## config.mk

```make
export PLATFORM = sky130hd
export DESIGN_NAME = wntm_ctrl
export DESIGN_NICKNAME = d
export VERILOG_FILES = /design/src/rtl/windowed_nearest_timestamp_match_assert.svh /design/src/rtl/wntm_pkg.sv /design/src/rtl/wntm_ctrl.sv
export SDC_FILE = /design/constraint.sdc
export NUM_CORES = 1
export LEC_CHECK = 0
export BUFFER_PORTS_ARGS = -buffer_cell sky130_fd_sc_hd__buf_2
export CAP_MARGIN = 20
export CELL_PAD_IN_SITES_DETAIL_PLACEMENT = 0
export CELL_PAD_IN_SITES_GLOBAL_PLACEMENT = 1
export CORE_UTILIZATION = 28
export CTS_BUF_LIST = sky130_fd_sc_hd__clkbuf_4 sky130_fd_sc_hd__clkbuf_8 sky130_fd_sc_hd__clkbuf_16
export DETAILED_ROUTE_END_ITERATION = 10
export PLACE_DENSITY = 0.73
export SYNTH_ARGS = -nofsm -noshare
export SYNTH_HDL_FRONTEND = slang
export SYNTH_SLANG_ARGS = --single-unit
```

## constraint.sdc

```tcl
create_clock -name clk -period 1.4 [get_ports clk]
set_clock_uncertainty 0.05 [all_clocks]
set_input_delay 0.07 -clock clk [delete_from_list [all_inputs] [get_ports clk]]
set_output_delay 0.07 -clock clk [all_outputs]
set_load 0.005 [all_outputs]
```

## src/rtl/windowed_nearest_timestamp_match_assert.svh

```systemverilog
// Assertion macros for the nearest timestamp matcher.
// Used by the datapath; no dependencies. Empty under SYNTHESIS.
`ifndef WINDOWED_NEAREST_TIMESTAMP_MATCH_ASSERT_SVH
`define WINDOWED_NEAREST_TIMESTAMP_MATCH_ASSERT_SVH

`ifndef SYNTHESIS
`define WNTM_ASSERT(lbl, prop, msg) \
	lbl: assert property (@(posedge clk) disable iff (!arst_n) prop) else $error(msg);
`define WNTM_ASSERT_NEVER(lbl, cond, msg) \
	lbl: assert property (@(posedge clk) disable iff (!arst_n) !(cond)) else $error(msg);
`else
`define WNTM_ASSERT(lbl, prop, msg)
`define WNTM_ASSERT_NEVER(lbl, cond, msg)
`endif

`endif

```

## src/rtl/wntm_pkg.sv

```systemverilog
// Shared constants, codes and control structs of the nearest timestamp matcher.
// No dependencies.
package wntm_pkg;

	localparam int STORE_DEPTH    = 4096;
	localparam int BACK_WINDOW    = 10;
	localparam int FORWARD_WINDOW = 20;

	localparam int IDX_W   = $clog2(STORE_DEPTH);
	localparam int CNT_W   = IDX_W + 1;
	localparam int STAMP_W = 56;
	localparam int CFG_W   = 32;
	localparam int REQ_W   = 2;
	localparam int STS_W   = 3;

	localparam logic [CFG_W-1:0] GAP_RESET = 32'd20000;

	typedef enum logic [REQ_W-1:0] {
		REQ_CLEAR    = 2'd0,
		REQ_APPEND   = 2'd1,
		REQ_MATCH    = 2'd2,
		REQ_RESERVED = 2'd3
	} req_t;

	typedef enum logic [STS_W-1:0] {
		ST_MATCHED  = 3'd0,
		ST_NO_MATCH = 3'd1,
		ST_APPENDED = 3'd2,
		ST_FULL     = 3'd3,
		ST_CLEARED  = 3'd4
	} status_t;

	typedef struct packed {
		logic    take;
		logic    clear;
		logic    append;
		logic    scan_init;
		logic    scan_run;
		logic    load_res;
		logic    res_match;
		status_t res_status;
	} wntm_cmd_t;

	typedef struct packed {
		logic full;
		logic scan_idle;
	} wntm_sts_t;

endpackage

```

## src/rtl/wntm_ctrl.sv

```systemverilog
// Controller FSM: request decode, scan sequencing and result register handshake.
// Depends on wntm_pkg.
module wntm_ctrl import wntm_pkg::*; (
	input  logic             clk,
	input  logic             arst_n,
	input  logic             in_valid,
	input  logic [REQ_W-1:0] in_req_type,
	output logic             in_ready,
	output logic             out_valid,
	input  logic             out_ready,
	output wntm_cmd_t        cmd,
	input  wntm_sts_t        sts
);

	typedef enum logic [1:0] {
		S_IDLE,
		S_SCAN,
		S_RESP
	} state_t;

	state_t  state_q;
	logic    out_valid_q;
	logic    res_match_q;
	status_t res_status_q;
	logic    accept;
	logic    load;
	req_t    req;

	assign req      = req_t'(in_req_type);
	assign in_ready = (state_q == S_IDLE);
	assign accept   = in_valid && in_ready;
	assign load     = (state_q == S_RESP) && (!out_valid_q || out_ready);
	assign out_valid = out_valid_q;

	always_comb begin
		cmd            = '0;
		cmd.take       = accept;
		cmd.clear      = accept && (req == REQ_CLEAR);
		cmd.append     = accept && (req == REQ_APPEND);
		cmd.scan_init  = accept && (req == REQ_MATCH);
		cmd.scan_run   = (state_q == S_SCAN);
		cmd.load_res   = load;
		cmd.res_match  = res_match_q;
		cmd.res_status = res_status_q;
	end

	always_ff @(posedge clk or negedge arst_n) begin
		if (!arst_n) begin
			state_q      <= S_IDLE;
			out_valid_q  <= 1'b0;
			res_match_q  <= 1'b0;
			res_status_q <= ST_NO_MATCH;
		end else begin
			if (load) begin
				out_valid_q <= 1'b1;
			end else if (out_ready) begin
				out_valid_q <= 1'b0;
			end
			case (state_q)
				S_IDLE: begin
					if (accept) begin
						res_match_q <= 1'b0;
						state_q     <= S_RESP;
						case (req)
							REQ_CLEAR:  res_status_q <= ST_CLEARED;
							REQ_APPEND: res_status_q <= sts.full ? ST_FULL : ST_APPENDED;
							REQ_MATCH: begin
								res_match_q <= 1'b1;
								state_q     <= S_SCAN;
							end
							default:    res_status_q <= ST_NO_MATCH;
						endcase
					end
				end
				S_SCAN: begin
					if (sts.scan_idle) begin
						state_q <= S_RESP;
					end
				end
				S_RESP: begin
					if (load) begin
						state_q <= S_IDLE;
					end
				end
				default: state_q <= S_IDLE;
			endcase
		end
	end

endmodule

```

==> results of run 1 <==
-- kinds of logic after synthesis --
kind of cell | Yosys count | synth area share
buffers and inverters | 6 | 0.1065
flip-flops | 7 | 0.4845
AND/OR/NAND/NOR | 18 | 0.2818
AO/OA/AOI/OAI | 8 | 0.1272
-- layer usage --
layer / wire length, µm / vias up / part of all wire
met1: 361 / 154 / 0.45
met5: 0 / - / 0
met4: 4 / 0 / 0.0050
met3: 52 / 2 / 0.065
li1: - / 185 / -
met2: 389 / 14 / 0.48
-- cell usage after synthesis --
| cell type | number |
|---|---|
| or2b_1 | 1 |
| nand2_1 | 4 |
| inv_1 | 2 |
| nor2b_1 | 3 |
| or3b_4 | 1 |
| nand2b_1 | 3 |
| buf_4 | 3 |
| a22oi_1 | 1 |
| dfrtp_1 | 6 |
| o21a_1 | 1 |
| nor3_1 | 1 |
| o22ai_1 | 1 |
| nand2_4 | 1 |
| o21ai_0 | 1 |
| dfstp_2 | 1 |
| o21ai_1 | 4 |
| nor2_1 | 4 |
| clkinv_4 | 1 |
-- flip-flops by register name, indices dropped and copies added (netlist names) --
name,flops
state_q,2
res_status_q,3
out_valid,1
res_match_q,1
-- worst min-delay path: cells and delay by family --
kind | cells | cell delay, ns
buffers and inverters | 1 | 0.07
and+or+nand+nor | 1 | 0.04
AOI/OAI and AO/OA | 1 | 0.12
-- report_power, final --
part / total (mW) / leakage, nW / internal, mW / switching, mW
clock network: 0.197 / 0.0184 / 0.128 / 0.0693
logic: 0.295 / 0.220 / 0.165 / 0.130
registers: 0.293 / 0.0865 / 0.265 / 0.0286
-- layout make-up --
| cell class | count | area, µm² |
|---|---|---|
| inverters | 3 | 16.27 |
| repair buffers | 29 | 182.7 |
| clock buffers | 4 | 30.03 |
| fillers | 111 | 574.3 |
| multi-input cells | 26 | 158.9 |
| flip-flops and latches | 7 | 176.4 |
| well taps | 14 | 17.52 |
-- stage by stage --
step / TNS [ns] / util
final: -0.2446 / 0.5032
after CTS: -0.2735 / 0.4740
after global routing: -0.5746 / 0.5032
after detailed placement: 0 / 0.3994
after floorplan: 0 / -
after global placement: 0 / 0.3994
-- worst max path at each step --
stage | cells after the start | end | start | slack [ns]
after global routing | 5 | cmd[7] | state_q[0] | -0.13
after floorplan | 4 | res_status_q[2] | state_q[1] | 0.21
after global placement | 5 | cmd[6] | state_q[1] | 0.13
final | 5 | cmd[7] | state_q[0] | -0.07
after CTS | 5 | cmd[7] | state_q[0] | -0.09
after detailed placement | 5 | cmd[6] | state_q[1] | 0.12
-- what timing repair did --
item / in CTS / in global routing
resized for setup: 2 / 4
hold buffers: 2 / 0
endpoints found under the hold margin: 8 / 0
setup buffers: 4 / 3
pin swaps: 3 / 3
endpoints found under the setup margin: 4 / 7
==> metrics.txt, run 1 <==
outcome finished, violations left; failing checks negative setup slack; Final min period 1.472 ns; Avg WL per Cell approximately 9.7 µm; Worst R2R Start state_q[0]; Worst-Margin Slew around 0.22 ns; Die Ht about 38 µm; Worst-Skew Late Latency 0.24 ns; FF+latch count, synth 7; minimum hold slack 0.03327 ns; Worst Hold Class in -> reg; met2 GRT Util 0.1737; RSZ-0062 raised after global routing yes; Post-Syn Area approximately 360 µm²; Rows 12; full die area roughly 1400 µm²; Final Cycle Share 1.052; final setup vio count 5; CP arrival about 1.4 ns; Post-DP Area roughly 460 µm²; Initial Util 0.3149; vias in the first global route about 280; global route hottest layer met1; most frequent cells in the layout buf_2 (19), dfrtp_1 (6), buf_4 (6); crit end category output port; Clk pin slew, worst setup/hold paths 0.05 ns; vias approximately 360; via/cell ratio around 4.3; final slew viol count 0; largest net degree at the start of global routing 9; Antenna Cells 0; number of DRC markers in iteration 0 2; Nets 78; Cells after Synth 39; CP max stage cell or3b_4; final hold violations 0; Overflow after GRT 0; # DRC 0; final std cell area, no fill ~580 µm²; Setup crit start kind flop; die width roughly 38 µm; CTS sink count 7; PnR Total Power 785.3 µW; Yosys top cell area share 0.4124; gpl congestion 0.6923; number of iterations in the first detailed-routing pass 3; met3 Usage GRT 0.03488; flop2flop setup slack -0.06 ns; reg2reg path depth 5; Final HPWL DP between 500 and 600 µm; H-tree levels 1; GRT Overall Usage 0.1293; CTS Buffer Depth 2; first-pass GRT wire length around 1.2 mm; core box area approximately 1200 µm²; post-synth net total 47; post-route antenna net violation count 0; crit path kind reg -> out; num ports 20; synth warn 0; pwr/cell area ~1300 nW/µm²; Reg-to-Reg End res_status_q[1]; Placed Cells 70; CTS tree yes; leakage approximately 0.33 nW; Slew HR 0.8520; CP bufs+invs 2; commonest non-fill, non-tap cell in the layout buf_2; Hold Path Cell Cnt 3; setup ws final -0.07245 ns; Max VDD drop roughly 570 µV; post-synthesis sequential area ratio 0.4845; maximum capacitance violations 0; Syn-to-layout area delta 59.79%; top post-synthesis cells by area dfrtp_1 (41%), dfstp_2 (7.2%), buf_4 (6.2%), o21ai_1 (5.5%), nand2b_1 (5.2%); critical path's top delay family simple AND/OR/NAND/NOR gates; Avg Cell Area, Syn 9.336 µm²; worst-path cell chain or3b_4 -> clkinv_4 -> nand2_4 -> nor2_1 -> buf_2; fmax just under 0.7 GHz; CTS Buf Count 3; Worst EP required 1.28 ns; pre-CTS setup slack approximately 0.12 ns; initial antenna violation count 0; HP Start sts[1]; met1 Use GR 0.1801; Netlist cell types 18; Final Non-Filler Cells 83; Hold EP res_status_q[0]; largest area contributor in the netlist dfrtp_1; Post-Route WL 806 µm; layout cells sized above 1 0.5652; Slowest Stage Delay on Critical Path 0.42 ns; PortBufs 19; CTS root buffer clkbuf_4; critical path fanouts, max 4
No activity file was read; power rests on OpenSTA's default activity.
==> inputs of run 2 (changes only) <==
- BUFFER_PORTS_ARGS: -buffer_cell sky130_fd_sc_hd__buf_2 -> -buffer_cell sky130_fd_sc_hd__buf_4
- REMOVE_ABC_BUFFERS: default -> 1
==> metrics.txt, run 2 (synthesis results as in run 1) <==
Largest Register res_status_q (unchanged); crit end category output port (unchanged); Storage cell area 176.4 µm² (unchanged); Initial Util 0.3149 (unchanged); Switch Pwr 232.3 µW (was 227.6 µW); setup ws final -0.08284 ns (was -0.07245 ns); full die area 1449 µm² (unchanged); flop2flop setup slack -0.05 ns (was -0.06 ns); PnR Total Power 832.8 µW (was 785.3 µW); Die Ht 38.06 µm (unchanged); Final min period 1.483 ns (was 1.472 ns); RSZ-0062 raised after global routing yes (unchanged); first-pass GRT wire length 1.145 mm (was 1.235 mm); Final Cycle Share 1.059 (was 1.052); outcome finished, violations left (unchanged); Antenna Cells 0 (unchanged); Hold EP res_status_q[0] (unchanged); Worst-Skew Late Latency 0.25 ns (was 0.24 ns); final slew viol count 0 (unchanged); via/cell ratio 4.476 (was 4.277); layout cells sized above 1 0.5571 (was 0.5652); Placed Cells 69 (was 70); Final Non-Filler Cells 84 (was 83); largest net degree at the start of global routing 9 (unchanged); die width 38.06 µm (unchanged); Max VDD drop 599.6 µV (was 570.5 µV); CTS tree yes (unchanged); Rows 12 (unchanged); Setup crit start kind flop (unchanged); Overflow after GRT 0 (unchanged); core box area 1156 µm² (unchanged); post-route antenna net violation count 0 (unchanged); PortBufs 19 (unchanged); failing checks negative setup slack (unchanged); CTS Buffer Depth 2 (unchanged); Syn-to-layout area delta 74.57% (was 59.79%); fmax 0.6744 GHz (was 0.6791 GHz); GRT Overall Usage 0.1171 (was 0.1293); num ports 20 (unchanged); Worst Hold Class in -> reg (unchanged); pwr/cell area 1310 nW/µm² (was 1350 nW/µm²); HP Start sts[1] (unchanged); setup_tns -0.2794 ns (was -0.2446 ns); vias 376 (was 355); initial antenna violation count 0 (unchanged); crit path kind reg -> out (unchanged); Worst R2R Start state_q[1] (was state_q[0]); pre-CTS setup slack 0.1108 ns (was 0.1203 ns); final std cell area, no fill 635.6 µm² (was 581.8 µm²); maximum capacitance violations 0 (unchanged); Slew HR 0.8772 (was 0.8520); CTS Buf Count 3 (unchanged); most frequent cells in the layout buf_4 (26), dfrtp_1 (6), o21ai_1 (4), clkbuf_4 (4) (was buf_2 (19), dfrtp_1 (6), buf_4 (6)); number of iterations in the first detailed-routing pass 3 (unchanged); Post-Route WL 864 µm (was 806 µm); Nets 79 (was 78); Reg-to-Reg End res_status_q[1] (unchanged); commonest non-fill, non-tap cell in the layout buf_4 (was buf_2); final setup vio count 7 (was 5); gpl congestion 0.6367 (was 0.6923); max reg flops 3 (unchanged); critical path fanouts, max 3 (was 4); Worst-Margin Slew 0.1838 ns (was 0.2215 ns); Top Registers res_status_q x3, state_q x2 (unchanged); # fillers 108 (was 111); footprint of the multi-input gates 158.9 µm² (unchanged); reg2reg path depth 5 (unchanged); clock share of power 0.244 (was 0.251); Hold Path Cell Cnt 3 (unchanged); Worst EP required 1.28 ns (about the same); internal power 600.6 µW (was 557.6 µW); sw frac 0.2789 (was 0.2899); minimum hold slack 0.01494 ns (was 0.03327 ns); # DRC 0 (unchanged); Post-DP Area 501.7 µm² (was 461.7 µm²); CTS sink count 7 (unchanged); combinational power share 0.405 (was 0.375); vias in the first global route 295 (was 281); number of DRC markers in iteration 0 4 (was 2); final hold violations 0 (unchanged); CP arrival 1.36 ns (was 1.35 ns); Reg power frac 0.351 (was 0.374); H-tree levels 1 (unchanged); Avg WL per Cell 10.29 µm (was 9.711 µm); utilization after layout 0.5498 (was 0.5032); leakage 0.3385 nW (was 0.3253 nW); Clk pin slew, worst setup/hold paths 0.05 ns (about the same); CTS root buffer clkbuf_4 (unchanged)
run 2: cell types whose count changed in the layout (fill, tap and decap cells not counted):
cell	delta
buf_4	+20
buf_2	-19
o21ai_1	+2
o21ai_2	-2
buf_6	-1
dlygate4sd3_1	+1
nor2_1	-1
nor2_2	+1
nor3_1	-1
nor3_2	+1
run 2: what timing repair did:
item / 4_1_cts / 5_1_grt
hold buffers: 3 / 0
endpoints found under the setup margin: 4 / 5
setup buffers: 5 / 3
pin swaps: 3 / 2
gates resized for setup: 0 / 5
endpoints found under the hold margin: 9 / 0
run 2: metal layers:
layer / GRT usage / vias to the layer above / wire length, µm
li1: - / 189 / -
met4: 0.08036 / 0 / 0
met2: 0.1653 / 18 / 395
met1: 0.1624 / 169 / 403
met5: 0 / - / 0
met3: 0.01744 / 0 / 65
run 2: worst max-delay path by stage:
stage / startpoint / endpoint / slack (ns) / depth (start not counted)
2_1_floorplan: state_q[1] / res_status_q[2] / 0.20 / 4
3_3_place_gp: state_q[1] / cmd[7] / 0.11 / 5
3_5_place_dp: state_q[1] / cmd[7] / 0.11 / 5
4_1_cts: state_q[0] / cmd[7] / -0.1 / 5
5_1_grt: state_q[1] / cmd[7] / -0.12 / 5
6_report: state_q[1] / cmd[7] / -0.08 / 5
run 2: area by class of cell:
| cell class | instances | share of cell area |
|---|---|---|
| flip-flops and latches | 7 | 0.2776 |
| inverters | 3 | 0.02559 |
| clock buffers | 4 | 0.04724 |
| multi-input cells | 26 | 0.2500 |
| repair buffers | 30 | 0.3720 |
| well taps | 14 | 0.02756 |
run 2: power by group through the flow:
| stage | Sequential, mW | Clock (mW) | Combinational, mW |
|---|---|---|---|
| final | 0.292 | 0.203 | 0.337 |
| after CTS | 0.291 | 0.211 | 0.309 |
| after floorplan | 0.303 | 0 | 0.109 |
| after detailed placement | 0.301 | 0 | 0.261 |
| after global routing | 0.297 | 0.218 | 0.373 |
| after global placement | 0.302 | 0 | 0.263 |
run 2: critical path, stage by stage, from the launching register on:
cell	delay (ns)
dfrtp_1	0.37
or3b_4	0.43
clkinv_4	0.08
nand2_4	0.05
nor2_2	0.07
buf_4	0.11
==> inputs of run 3 (changes only) <==
- CAP_MARGIN: 20 -> default
- SETUP_SLACK_MARGIN: default -> 0.5
- clock period: 1.4 -> 1.7 ns (I/O delays scaled with it)
==> metrics.txt, run 3 (synthesis results as in run 1) <==
outcome finished clean (was finished, violations left); core box area 1156 µm² (unchanged); PnR Total Power 713.1 µW (was 832.8 µW); Final Non-Filler Cells 84 (unchanged); GRT Overall Usage 0.1318 (was 0.1171); internal power 508.9 µW (was 600.6 µW); Nets 79 (unchanged); final std cell area, no fill 655.6 µm² (was 635.6 µm²); Post-DP Area 501.7 µm² (unchanged); sw frac 0.2864 (was 0.2789); largest net degree at the start of global routing 9 (unchanged); fmax roughly 0.66 GHz; CTS root buffer clkbuf_4 (unchanged); # fillers 109 (was 108); final hold violations 0 (unchanged); pwr/cell area 1088 nW/µm² (was 1310 nW/µm²); clock share of power 0.241 (was 0.244); Clk pin slew, worst setup/hold paths 0.05 ns (about the same); commonest non-fill, non-tap cell in the layout buf_4 (unchanged); final setup vio count 0 (was 7); Reg power frac 0.340 (was 0.351); full die area 1449 µm² (unchanged); Final min period about 1.5 ns; Final HPWL DP roughly 570 µm; H-tree levels 1 (unchanged); Antenna Cells 0 (unchanged); Die Ht 38.06 µm (unchanged); die width 38.06 µm (unchanged); CTS Buf Count 3 (unchanged); vias 373 (was 376); maximum capacitance violations 0 (unchanged); utilization after layout 0.5671 (was 0.5498); vias in the first global route 298 (was 295); Final Cycle Share 0.8873; CTS tree yes (unchanged); Overflow after GRT 0 (unchanged); Max VDD drop 584.7 µV (was 599.6 µV); crit end category output port (unchanged); CTS sink count 7 (unchanged); crit path kind reg -> out (unchanged); Largest Register res_status_q (unchanged); post-route antenna net violation count 0 (unchanged); num ports 20 (unchanged); gpl congestion 0.6347 (was 0.6367); CP arrival 1.37 ns (was 1.36 ns); number of DRC markers in iteration 0 1 (was 4); RSZ-0062 raised after global routing yes (unchanged); Worst-Skew Late Latency 0.26 ns (was 0.25 ns); Setup crit start kind flop (unchanged); number of iterations in the first detailed-routing pass 2 (was 3); critical path fanouts, max 4 (was 3); setup_tns 0 ns (was -0.2794 ns); Avg WL per Cell 10.32 µm (was 10.29 µm); Worst Hold Class in -> reg (unchanged); combinational power share 0.419 (was 0.405); # DRC 0 (unchanged); Syn-to-layout area delta 80.07% (was 74.57%); max reg flops 3 (unchanged); Placed Cells 69 (unchanged); Switch Pwr 204.2 µW (was 232.3 µW); Worst-Margin Slew 0.1747 ns (was 0.1838 ns); Initial Util 0.3149 (unchanged); initial antenna violation count 0 (unchanged); PortBufs 19 (unchanged); first-pass GRT wire length 1.242 mm (was 1.145 mm); Top Registers res_status_q x3, state_q x2 (unchanged); Rows 12 (unchanged); CTS Buffer Depth 2 (unchanged); leakage 0.3439 nW (was 0.3385 nW); most frequent cells in the layout buf_4 (25), dfrtp_1 (6), clkbuf_4 (4) (was buf_4 (26), dfrtp_1 (6), o21ai_1 (4), clkbuf_4 (4)); Slew HR 0.8833 (was 0.8772); Post-Route WL 867 µm (was 864 µm); Worst EP required 1.56 ns (was 1.28 ns); layout cells sized above 1 0.6286 (was 0.5571); via/cell ratio 4.440 (was 4.476); final slew viol count 0 (unchanged)
## run 3: final cells by class
class | count | area, µm² | share of cell area
clock buffers | 4 | 30.03 | 0.04580
inverters | 3 | 16.27 | 0.02481
multi-input cells | 26 | 173.9 | 0.2653
flip-flops and latches | 7 | 176.4 | 0.2691
well taps | 14 | 17.52 | 0.02672
repair buffers | 30 | 241.5 | 0.3683
## run 3: what timing repair did
item	in CTS	in global routing
setup endpoints to repair	10	11
hold endpoints to repair	8	0
hold buffers	2	0
gates resized for setup	3	9
buffers inserted	7	2
pin swaps	4	2
## run 3: layer usage
| metal | global-route usage | share of wire | vias to the layer above |
|---|---|---|---|
| li1 | - | - | 188 |
| met1 | 0.1801 | 0.48 | 163 |
| met2 | 0.1525 | 0.39 | 18 |
| met3 | 0.04070 | 0.095 | 4 |
| met4 | 0.1339 | 0.033 | 0 |
| met5 | 0 | 0 | - |
## run 3: critical path: stages (launching register included)
cell,delay (ns)
dfrtp_1,0.38
or3b_4,0.44
clkinv_4,0.08
nand2_4,0.04
nor2_2,0.07
buf_4,0.11
## run 3: metrics by stage
step	hold WS, ns	setup WS, ns
2_1_floorplan	-0.2606	0.5040
3_3_place_gp	-0.1449	0.3949
3_5_place_dp	-0.1454	0.3853
4_1_cts	0.01272	0.1772
5_1_grt	0.06098	0.1494
6_report	0.03199	0.1917
## run 3: power by group through the flow
| stage | Clock, mW | Sequential (mW) | Combinational (mW) |
|---|---|---|---|
| 3_5_place_dp | 0 | 0.248 | 0.217 |
| 2_1_floorplan | 0 | 0.250 | 0.0895 |
| 6_report | 0.172 | 0.242 | 0.299 |
| 3_3_place_gp | 0 | 0.249 | 0.217 |
| 5_1_grt | 0.182 | 0.247 | 0.327 |
| 4_1_cts | 0.178 | 0.242 | 0.276 |
## run 3: worst paths after layout
check | slack [ns] | endpoint | depth (start not counted) | start
max in group asynchronous | 1.26 | res_status_q[0] | 2 | arst_n
setup reg to reg | 0.37 | res_status_q[1] | 4 | state_q[1]
min in group asynchronous | 0.13 | state_q[1] | 2 | arst_n
hold / removal | 0.03 | res_status_q[0] | 3 | sts[1]
setup / recovery | 0.19 | cmd[7] | 5 | state_q[1]
hold reg to reg | 0.41 | res_status_q[0] | 2 | res_status_q[0]
